`config.mk`:
```
export PLATFORM = sky130hd
export DESIGN_NAME = symbol_name_hash_bucket_unit
export DESIGN_NICKNAME = d
export VERILOG_FILES = /design/src/hw/rtl/smhb_pkg.sv /design/src/hw/rtl/symbol_name_hash_bucket_unit.sv /design/src/hw/rtl/smhb_divider.sv
export SDC_FILE = /design/constraint.sdc
export NUM_CORES = 1
export LEC_CHECK = 0
export BUFFER_PORTS_ARGS = -buffer_cell sky130_fd_sc_hd__buf_2
export CAP_MARGIN = 15
export CORE_MARGIN = 8
export CORE_UTILIZATION = 57
export DETAILED_ROUTE_END_ITERATION = 10
export PLACE_DENSITY = 0.85
export SETUP_SLACK_MARGIN = 0.05
export SYNTH_ARGS = -nofsm -noshare
export SYNTH_HDL_FRONTEND = slang
export SYNTH_HIERARCHICAL = 1
export SYNTH_SLANG_ARGS = --single-unit
export TNS_END_PERCENT = 10
```
`constraint.sdc`:
```
create_clock -name clk -period 4.5 [get_ports clk]
set_input_delay 0 -clock clk [delete_from_list [all_inputs] [get_ports clk]]
set_output_delay 0 -clock clk [all_outputs]
set_load 0.03 [all_outputs]
```
`src/hw/rtl/smhb_pkg.sv`:
```
// ----------------------------------------------------------------------------
// smhb_pkg: shared types, constants and functions
// Payload structs, divider control/status and the PJW/ELF byte update.
// ----------------------------------------------------------------------------
package smhb_pkg;

    localparam int HASH_W   = 28;
    localparam int BYTE_W   = 8;
    localparam int BUCKET_W = 20;
    localparam int CNT_W    = 5;
    localparam int APB_AW   = 3;
    localparam int APB_DW   = 32;

    localparam logic [CNT_W-1:0]    DIV_LAST_STEP = CNT_W'(HASH_W - 1);
    localparam logic [BUCKET_W-1:0] BUCKET_RESET  = BUCKET_W'(503);

    // register index taken from paddr[2]
    localparam logic REG_BUCKET_COUNT = 1'b0;

    typedef struct packed {
        logic [BYTE_W-1:0] name_byte;
        logic              last_byte;
    } in_t;

    typedef struct packed {
        logic [BUCKET_W-1:0] bucket_index;
        logic [HASH_W-1:0]   full_hash;
    } out_t;

    typedef struct packed {
        logic                start;
        logic [HASH_W-1:0]   dividend;
        logic [BUCKET_W-1:0] divisor;
    } div_ctrl_t;

    typedef struct packed {
        logic                busy;
        logic                done;
        logic [BUCKET_W-1:0] remainder;
    } div_stat_t;

    // shift in one byte, fold top nibble back into bits 7:4, drop it
    function automatic logic [HASH_W-1:0] hash_step(input logic [HASH_W-1:0] h,
                                                    input logic [BYTE_W-1:0] b);
        logic [31:0] t;
        t = {h, 4'b0000} + {24'b0, b};
        t = t ^ {24'b0, t[31:28], 4'b0000};
        return t[HASH_W-1:0];
    endfunction

endpackage

```
`src/hw/rtl/symbol_name_hash_bucket_unit.sv`:
```
// ----------------------------------------------------------------------------
// symbol_name_hash_bucket_unit: PJW/ELF symbol hash with bucket select
// Running 28-bit hash over name bytes; on the last byte, hash mod bucket_count.
// ----------------------------------------------------------------------------
// Non-last byte: in_ready stays high.
// Last byte: the bit-serial remainder unit runs, then the output register loads;
//   in_ready stays low until that load, longer if out is stalled.
// Output register lets a new name start while a result waits to be taken.
// Reset: running hash 0, bucket_count 503, no result pending.
module symbol_name_hash_bucket_unit (
    input  logic                          clk,
    input  logic                          rst_n,
    input  logic                          in_valid,
    output logic                          in_ready,
    input  smhb_pkg::in_t                 in_data,
    output logic                          out_valid,
    input  logic                          out_ready,
    output smhb_pkg::out_t                out_data,
    input  logic                          psel,
    input  logic                          penable,
    input  logic                          pwrite,
    input  logic [smhb_pkg::APB_AW-1:0]   paddr,
    input  logic [smhb_pkg::APB_DW-1:0]   pwdata,
    output logic [smhb_pkg::APB_DW-1:0]   prdata,
    output logic                          pready
);

    localparam logic ST_IDLE = 1'b0;
    localparam logic ST_DIV  = 1'b1;

    logic                            state_reg, state_next;
    logic [smhb_pkg::HASH_W-1:0]     running_hash_reg, running_hash_next;
    logic [smhb_pkg::HASH_W-1:0]     hash_reg, hash_next;
    logic [smhb_pkg::BUCKET_W-1:0]   bucket_count_reg, bucket_count_next;
    logic                            out_valid_reg, out_valid_next;
    smhb_pkg::out_t                  out_reg, out_next;

    logic [smhb_pkg::HASH_W-1:0]     new_hash;
    logic                            in_xfer;
    logic                            out_load;
    smhb_pkg::div_ctrl_t             div_ctrl;
    smhb_pkg::div_stat_t             div_stat;

    smhb_divider u_div (
        .clk   (clk),
        .rst_n (rst_n),
        .ctrl  (div_ctrl),
        .stat  (div_stat)
    );

    assign in_ready = (state_reg == ST_IDLE);
    assign in_xfer  = in_valid && in_ready;
    assign new_hash = smhb_pkg::hash_step(running_hash_reg, in_data.name_byte);
    assign out_load = (state_reg == ST_DIV) && div_stat.done && (!out_valid_reg || out_ready);

    assign div_ctrl.start    = in_xfer && in_data.last_byte;
    assign div_ctrl.dividend = new_hash;
    assign div_ctrl.divisor  = bucket_count_reg;

    always_comb
    begin
        state_next        = state_reg;
        running_hash_next = running_hash_reg;
        hash_next         = hash_reg;
        out_valid_next    = out_valid_reg;
        out_next          = out_reg;
        case (state_reg)
            ST_IDLE:
            begin
                if (in_xfer)
                begin
                    if (in_data.last_byte)
                    begin
                        running_hash_next = '0;
                        hash_next         = new_hash;
                        state_next        = ST_DIV;
                    end
                    else
                    begin
                        running_hash_next = new_hash;
                    end
                end
            end
            ST_DIV:
            begin
                if (out_load)
                begin
                    state_next = ST_IDLE;
                end
            end
            default:
            begin
                state_next = ST_IDLE;
            end
        endcase
        if (out_load)
        begin
            out_valid_next        = 1'b1;
            out_next.bucket_index = div_stat.remainder;
            out_next.full_hash    = hash_reg;
        end
        else if (out_valid_reg && out_ready)
        begin
            out_valid_next = 1'b0;
        end
    end

    // APB: single register, decoded on the word index bit
    assign pready = 1'b1;
    always_comb
    begin
        bucket_count_next = bucket_count_reg;
        if (psel && penable && pwrite && (paddr[2] == smhb_pkg::REG_BUCKET_COUNT))
        begin
            bucket_count_next = pwdata[smhb_pkg::BUCKET_W-1:0];
        end
    end
    assign prdata = (paddr[2] == smhb_pkg::REG_BUCKET_COUNT)
                  ? {{(smhb_pkg::APB_DW-smhb_pkg::BUCKET_W){1'b0}}, bucket_count_reg}
                  : '0;

    always_ff @(posedge clk or negedge rst_n)
    begin
        if (!rst_n)
        begin
            state_reg        <= ST_IDLE;
            running_hash_reg <= '0;
            bucket_count_reg <= smhb_pkg::BUCKET_RESET;
            out_valid_reg    <= 1'b0;
        end
        else
        begin
            state_reg        <= state_next;
            running_hash_reg <= running_hash_next;
            bucket_count_reg <= bucket_count_next;
            out_valid_reg    <= out_valid_next;
        end
    end

    always_ff @(posedge clk)
    begin
        hash_reg <= hash_next;
        out_reg  <= out_next;
    end

    assign out_valid = out_valid_reg;
    assign out_data  = out_reg;

    a_idle_div_free: assert property (@(posedge clk) disable iff (!rst_n)
        (state_reg == ST_IDLE) |-> !div_stat.busy)
        else $error("divider busy while accepting bytes");

    a_last_clears: assert property (@(posedge clk) disable iff (!rst_n)
        (in_xfer && in_data.last_byte) |=> (running_hash_reg == '0))
        else $error("running hash not cleared after last byte");

    a_load_from_div: assert property (@(posedge clk) disable iff (!rst_n)
        $rose(out_valid_reg) |-> ($past(state_reg) == ST_DIV) && $past(div_stat.done))
        else $error("result loaded without finished remainder");

    a_div_ends_wait: assert property (@(posedge clk) disable iff (!rst_n)
        (state_reg == ST_DIV && !div_stat.busy && !div_stat.done) |-> $past(div_ctrl.start))
        else $error("waiting on divider that was never started");

endmodule

```
`src/hw/rtl/smhb_divider.sv`:
```
// ----------------------------------------------------------------------------
// smhb_divider: iterative remainder unit
// Restoring division, one dividend bit per cycle through one shared
// subtract/compare. Remainder holds until the next start.
// ----------------------------------------------------------------------------
module smhb_divider (
    input  logic                clk,
    input  logic                rst_n,
    input  smhb_pkg::div_ctrl_t ctrl,
    output smhb_pkg::div_stat_t stat
);

    logic                            busy_reg, busy_next;
    logic                            done_reg, done_next;
    logic [smhb_pkg::CNT_W-1:0]      cnt_reg, cnt_next;
    logic [smhb_pkg::HASH_W-1:0]     dividend_reg, dividend_next;
    logic [smhb_pkg::BUCKET_W-1:0]   divisor_reg, divisor_next;
    logic [smhb_pkg::BUCKET_W-1:0]   rem_reg, rem_next;

    logic [smhb_pkg::BUCKET_W:0]     trial;
    logic [smhb_pkg::BUCKET_W:0]     diff;
    logic                            ge;

    assign trial = {rem_reg, dividend_reg[smhb_pkg::HASH_W-1]};
    assign diff  = trial - {1'b0, divisor_reg};
    // trial < 2*divisor, so the top bit of the difference is the borrow
    assign ge    = !diff[smhb_pkg::BUCKET_W];

    always_comb
    begin
        busy_next     = busy_reg;
        done_next     = done_reg;
        cnt_next      = cnt_reg;
        dividend_next = dividend_reg;
        divisor_next  = divisor_reg;
        rem_next      = rem_reg;
        if (ctrl.start)
        begin
            busy_next     = 1'b1;
            done_next     = 1'b0;
            cnt_next      = '0;
            dividend_next = ctrl.dividend;
            divisor_next  = ctrl.divisor;
            rem_next      = '0;
        end
        else if (busy_reg)
        begin
            rem_next      = ge ? diff[smhb_pkg::BUCKET_W-1:0] : trial[smhb_pkg::BUCKET_W-1:0];
            dividend_next = {dividend_reg[smhb_pkg::HASH_W-2:0], 1'b0};
            cnt_next      = cnt_reg + smhb_pkg::CNT_W'(1);
            if (cnt_reg == smhb_pkg::DIV_LAST_STEP)
            begin
                busy_next = 1'b0;
                done_next = 1'b1;
            end
        end
    end

    always_ff @(posedge clk or negedge rst_n)
    begin
        if (!rst_n)
        begin
            busy_reg <= 1'b0;
            done_reg <= 1'b0;
            cnt_reg  <= '0;
        end
        else
        begin
            busy_reg <= busy_next;
            done_reg <= done_next;
            cnt_reg  <= cnt_next;
        end
    end

    always_ff @(posedge clk)
    begin
        dividend_reg <= dividend_next;
        divisor_reg  <= divisor_next;
        rem_reg      <= rem_next;
    end

    // zero bucket count reads as index 0
    assign stat.busy      = busy_reg;
    assign stat.done      = done_reg;
    assign stat.remainder = (divisor_reg == '0) ? '0 : rem_reg;

endmodule

```
# [Word-level counts from Yosys, hierarchy flattened]
# Cells that the tools add are included.
[word_totals] out_inout_bits=83 register_bits=201 wordCells=56 input_bits=51
[classes] n_eq_ne=1 bitwise_logic=3 add_sub_neg=3 n_mux=19 reduce_logical=17
[ops] cell="two-way mux 28 bit" count=3
[ops] cell="two-way mux 20 bit" count=2
[ops] cell="adder 32 x 8 -> 32 bit" count=1
[ops] cell="XOR 28 x 8 -> 28 bit" count=1
[ops] cell="subtractor 21 x 20 -> 21 bit" count=1
[ops] cell="logical NOT 20 bit" count=1
[ops] cell="two-way mux 1 bit" count=11
[ops] cell="two-way mux 5 bit" count=2
[ops] cell="logical AND 1 bit" count=8
[ops] cell="nonzero test 2 bit" count=3
[ops] cell="adder 5 x 1 -> 5 bit (second input constant)" count=1
[ops] cell="== test 5 bit (second input constant)" count=1
[ops] cell="AND reduction 2 bit" count=2
[ops] cell="AND reduction 3 bit" count=1
[ops] cell="NOT 1 bit" count=2
[ops] cell="case mux 1 bit (2 select lines)" count=1
[ops] cell="logical NOT 1 bit" count=1
[ops] cell="logical OR 1 bit" count=1

# [Depth between registers and ports, before layout]
[depth] word_depth=5 depth_mapped=12 ltp_nobuf=11

# [Hierarchy]
# Netlist, hierarchy kept.
[modules_own_cells] mod="symbol_name_hash_bucket_unit" seq_area_each_um2=3543.4 area_each_um2=5057.4 cells_per_inst=330 instances=1
[modules_own_cells] mod="smhb_divider" seq_area_each_um2=2016.9 area_each_um2=4271.6 cells_per_inst=411 instances=1

# [Least setup slack after synthesis]
# No wires, ideal clock.
[synth_path] kind="reg2reg" startpoint="register state_reg" endpoint="register u_div/dividend_reg[0] in the netlist's numbering, enable pin" path_buffers=2 t_required_ns=4.117 path_stages_with_launch=8 arrival_time_ns=2.966 slack_ns=1.152 setup_ns=0.383 period_less_slack_ns=3.348 path_cell_list="dfrtp_1 > inv_1 > nand2_2 > clkbuf_1 > nor2_1 > clkbuf_1 > nor2_1 > inv_1"
[synth_rtl] item="start, declared" line_no="symbol_name_hash_bucket_unit.sv:31" text="logic state_reg, state_next;"
[synth_rtl] item="start signal, assigned" line_no="symbol_name_hash_bucket_unit.sv:133" text="state_reg <= state_next;"
[synth_rtl] item="end signal, assigned" line_no="smhb_divider.sv:77" text="dividend_reg <= dividend_next;"
[synth_rtl] item="end, declared" line_no="smhb_divider.sv:16" text="logic [smhb_pkg::HASH_W-1:0] dividend_reg, dividend_next;"

# [Worst setup path after layout]
[layout_path] startpoint="register u_div/dividend_reg[27] in the netlist's numbering" endpoint="register u_div/rem_reg[16] in the netlist's numbering"
[layout_via] elab_chain_len=2
[layout_lines] item="subtractor 21 x 20 -> 21 bit" line_no="smhb_divider.sv:25" text="assign diff = trial - {1'b0, divisor_reg};"
[layout_lines] item="two-way mux 20 bit" line_no="smhb_divider.sv:48" text="rem_next = ge ? diff[smhb_pkg::BUCKET_W-1:0] : trial[smhb_pkg::BUCKET_W-1:0];"
[layout_lines] item="end signal, assigned" line_no="smhb_divider.sv:79" text="rem_reg <= rem_next;"
[layout_lines] item="end, declared" line_no="smhb_divider.sv:18" text="logic [smhb_pkg::BUCKET_W-1:0] rem_reg, rem_next;"
# No other way between the ends.
# A chain may end at the register's enable or synchronous reset.

==> impl_metrics.env <==
export IMPL_status="finished, final reports clean"
export IMPL_crit_slowest_cell="edfxtp_1"
export IMPL_fin_ws_ns=1.313
export IMPL_vias=6318
export IMPL_largest_reg_flops=48
export IMPL_fill_cells=1099
export IMPL_synthToLayoutAreaGrowth_pct=18.47
export IMPL_post_route_period_util_pct=70.83
export IMPL_skew_ns=0.01144
export IMPL_grt_max_degree=75
export IMPL_layout_drive_gt1_share_pct=24.80
export IMPL_arrival_ns=3.51
export IMPL_synth_warnings=6
export IMPL_tns_ns=0
export IMPL_power_density_nw_per_um2=691.5
export IMPL_worst_pin_slew_ns=0.9693
export IMPL_wl_per_cell_um=19.04
export IMPL_clock_fmax_ghz=0.3137
export IMPL_clock_sinks=201
export IMPL_rsz0062_at_grt="no"
export IMPL_die_w_um=143.9
export IMPL_ir_drop_mv=0.3703
export IMPL_regArea_um2=5560
export IMPL_critPathMaxFanout=30
export IMPL_endpoint_kind="flip-flop"
export IMPL_period_minus_slack_ns=3.187
export IMPL_max_slew_margin_pct=35.38
export IMPL_ant_nets=0
export IMPL_drv_slew=0
export IMPL_hold_viol=0
export IMPL_gr_total_overflow=0
export IMPL_grt_pass1_wl_um=33560
export IMPL_leakage_nw=4.599
export IMPL_grt_usage_pct=20.67
export IMPL_cts_buffers_inserted=21
export IMPL_row_count=46
export IMPL_combPwrFrac_pct=37.2
export IMPL_power_frac_seq_pct=39.6
export IMPL_port_buffers=106
export IMPL_pwr_share_clk_pct=23.2
export IMPL_crit_type="flip-flop to flip-flop"
export IMPL_cp_data_required_time_ns=4.83
export IMPL_netSwitchingFraction_pct=35.63
export IMPL_fin_total_pwr_mw=7.636
export IMPL_root_buffer="clkbuf_16"
export IMPL_first_global_vias=6241
export IMPL_core_um2=15940
export IMPL_initialDrtViolationCount=431
export IMPL_switchingPower_mw=2.721
export IMPL_internal_power_mw=4.915
export IMPL_critPathMaxStageDelay_ns=0.41
export IMPL_setup_viol=0
export IMPL_via_per_inst=5.702
export IMPL_finalNetCount=954
export IMPL_path_common_cell="inv_1"
export IMPL_cp_start_kind="flip-flop"
export IMPL_drv_cap=0
export IMPL_place_gp_congestion=0.8857
export IMPL_drt_total_wl_um=21100
export IMPL_hold_path_class="input port to async pin"
export IMPL_path_cells="inv_1, ha_1, inv_1, fa_1, a21o_1, a22o_1, a211o_1, a2111oi_2, nand3b_1, buf_4, mux2i_1, a211oi_1"
export IMPL_initial_core_util_pct=58.47
export IMPL_synthCells=740
export IMPL_dp_hpwl_um=13830
export IMPL_die_area_um2=20700
export IMPL_clockBufferDepth=3
export IMPL_synth_avg_cell_area_um2=12.60
export IMPL_firstDrtPassIters=5
export IMPL_place_ws_ns=1.362
export IMPL_synthesis_area_um2=9321
export IMPL_antenna_found_initial=1
export IMPL_clock_latency_ns=0.50
export IMPL_cts_tree="built"
export IMPL_cts_clk_slew_worst_paths_ns=0.06
export IMPL_multi_input_area_um2=3466
export IMPL_drc_errors=0
export IMPL_htreeDepth=1
export IMPL_pin_count=134
export IMPL_fp_dieH_um=143.9
==> worst max-delay path, delay by kind of cell (launching register included) <==
kind,cells,cell delay (ns)
AO/OA/AOI/OAI,5,1.18
multiplexers,1,0.24
buffers and inverters,3,0.48
flip-flops,1,0.41
AND/OR/NAND/NOR,1,0.14
adder cells (fa/ha/maj),2,0.55
==> per-stage QoR <==
stage	hold slack [ns]	utilization, %	area, um^2	std cells
final	0.1860	69.27	11040	1108
after global routing	0.2584	69.27	11040	1108
after CTS	0.2045	69.01	11000	1105
after detailed placement	0.1869	62.75	10000	1039
after global placement	0.1783	62.75	10000	1039
after floorplan	-0.2956	-	9363	751
==> cell usage in the layout, fill, tap and decap left out, drive strengths merged, types with 25 or more instances in the layout <==
master / instances
mux2: 47
nor2: 46
ha: 25
dlygate4sd3: 28
nor2b: 42
nand2: 50
edfxtp: 124
xnor2: 39
dfrtp: 49
clkbuf: 29
inv: 29
buf: 117
==> path summary, 6_finish.rpt <==
path | start | depth (start not counted) | slack, ns | end
max | u_div/dividend_reg[27] | 12 | 1.31 | u_div/rem_reg[16]
max in group asynchronous | rst_n | 3 | 3.83 | u_div/cnt_reg[4]
min | rst_n | 3 | 0.19 | bucket_count_reg[11]
min in group clk | in_data[5] | 4 | 0.24 | hash_reg[4]
max reg2reg | u_div/dividend_reg[27] | 12 | 1.31 | u_div/rem_reg[16]
min reg2reg | hash_reg[22] | 0 | 0.42 | out_data[22]
==> area by class of cell <==
cell class	count	share of cell area, %
tap	216	2.447
clock buffer	29	5.586
timing repair buffer	145	8.305
inverter	29	0.9857
clock inverter	9	0.9177
antenna	1	0.02266
sequential	201	50.35
multi-input combinational	478	31.38
==> layer usage <==
| metal | share of wire [%] | GRT usage, % |
|---|---|---|
| met5 | 0 | 0 |
| met4 | 3.0 | 7.416 |
| met3 | 7.5 | 3.517 |
| met2 | 47 | 33.15 |
| met1 | 42 | 27.78 |
==> power by group through the flow <==
stage               logic, mW  clock network (mW)  registers, mW
finish                   2.84                1.77           3.02
CTS                      2.80                1.79           3.02
global placement         2.68                   0           3.02
detailed placement       2.76                   0           3.04
floorplan                2.06                   0           3.08
global route             3.14                1.86           3.08
==> repair_timing <==
| action | 4_1_cts | 5_1_grt |
|---|---|---|
| hold endpoints to repair | 85 | 0 |
| gates resized for setup | 0 | 0 |
| hold buffers | 28 | 0 |
| setup buffers | 0 | 0 |
Note: power is estimated with default switching activity, not from simulation.
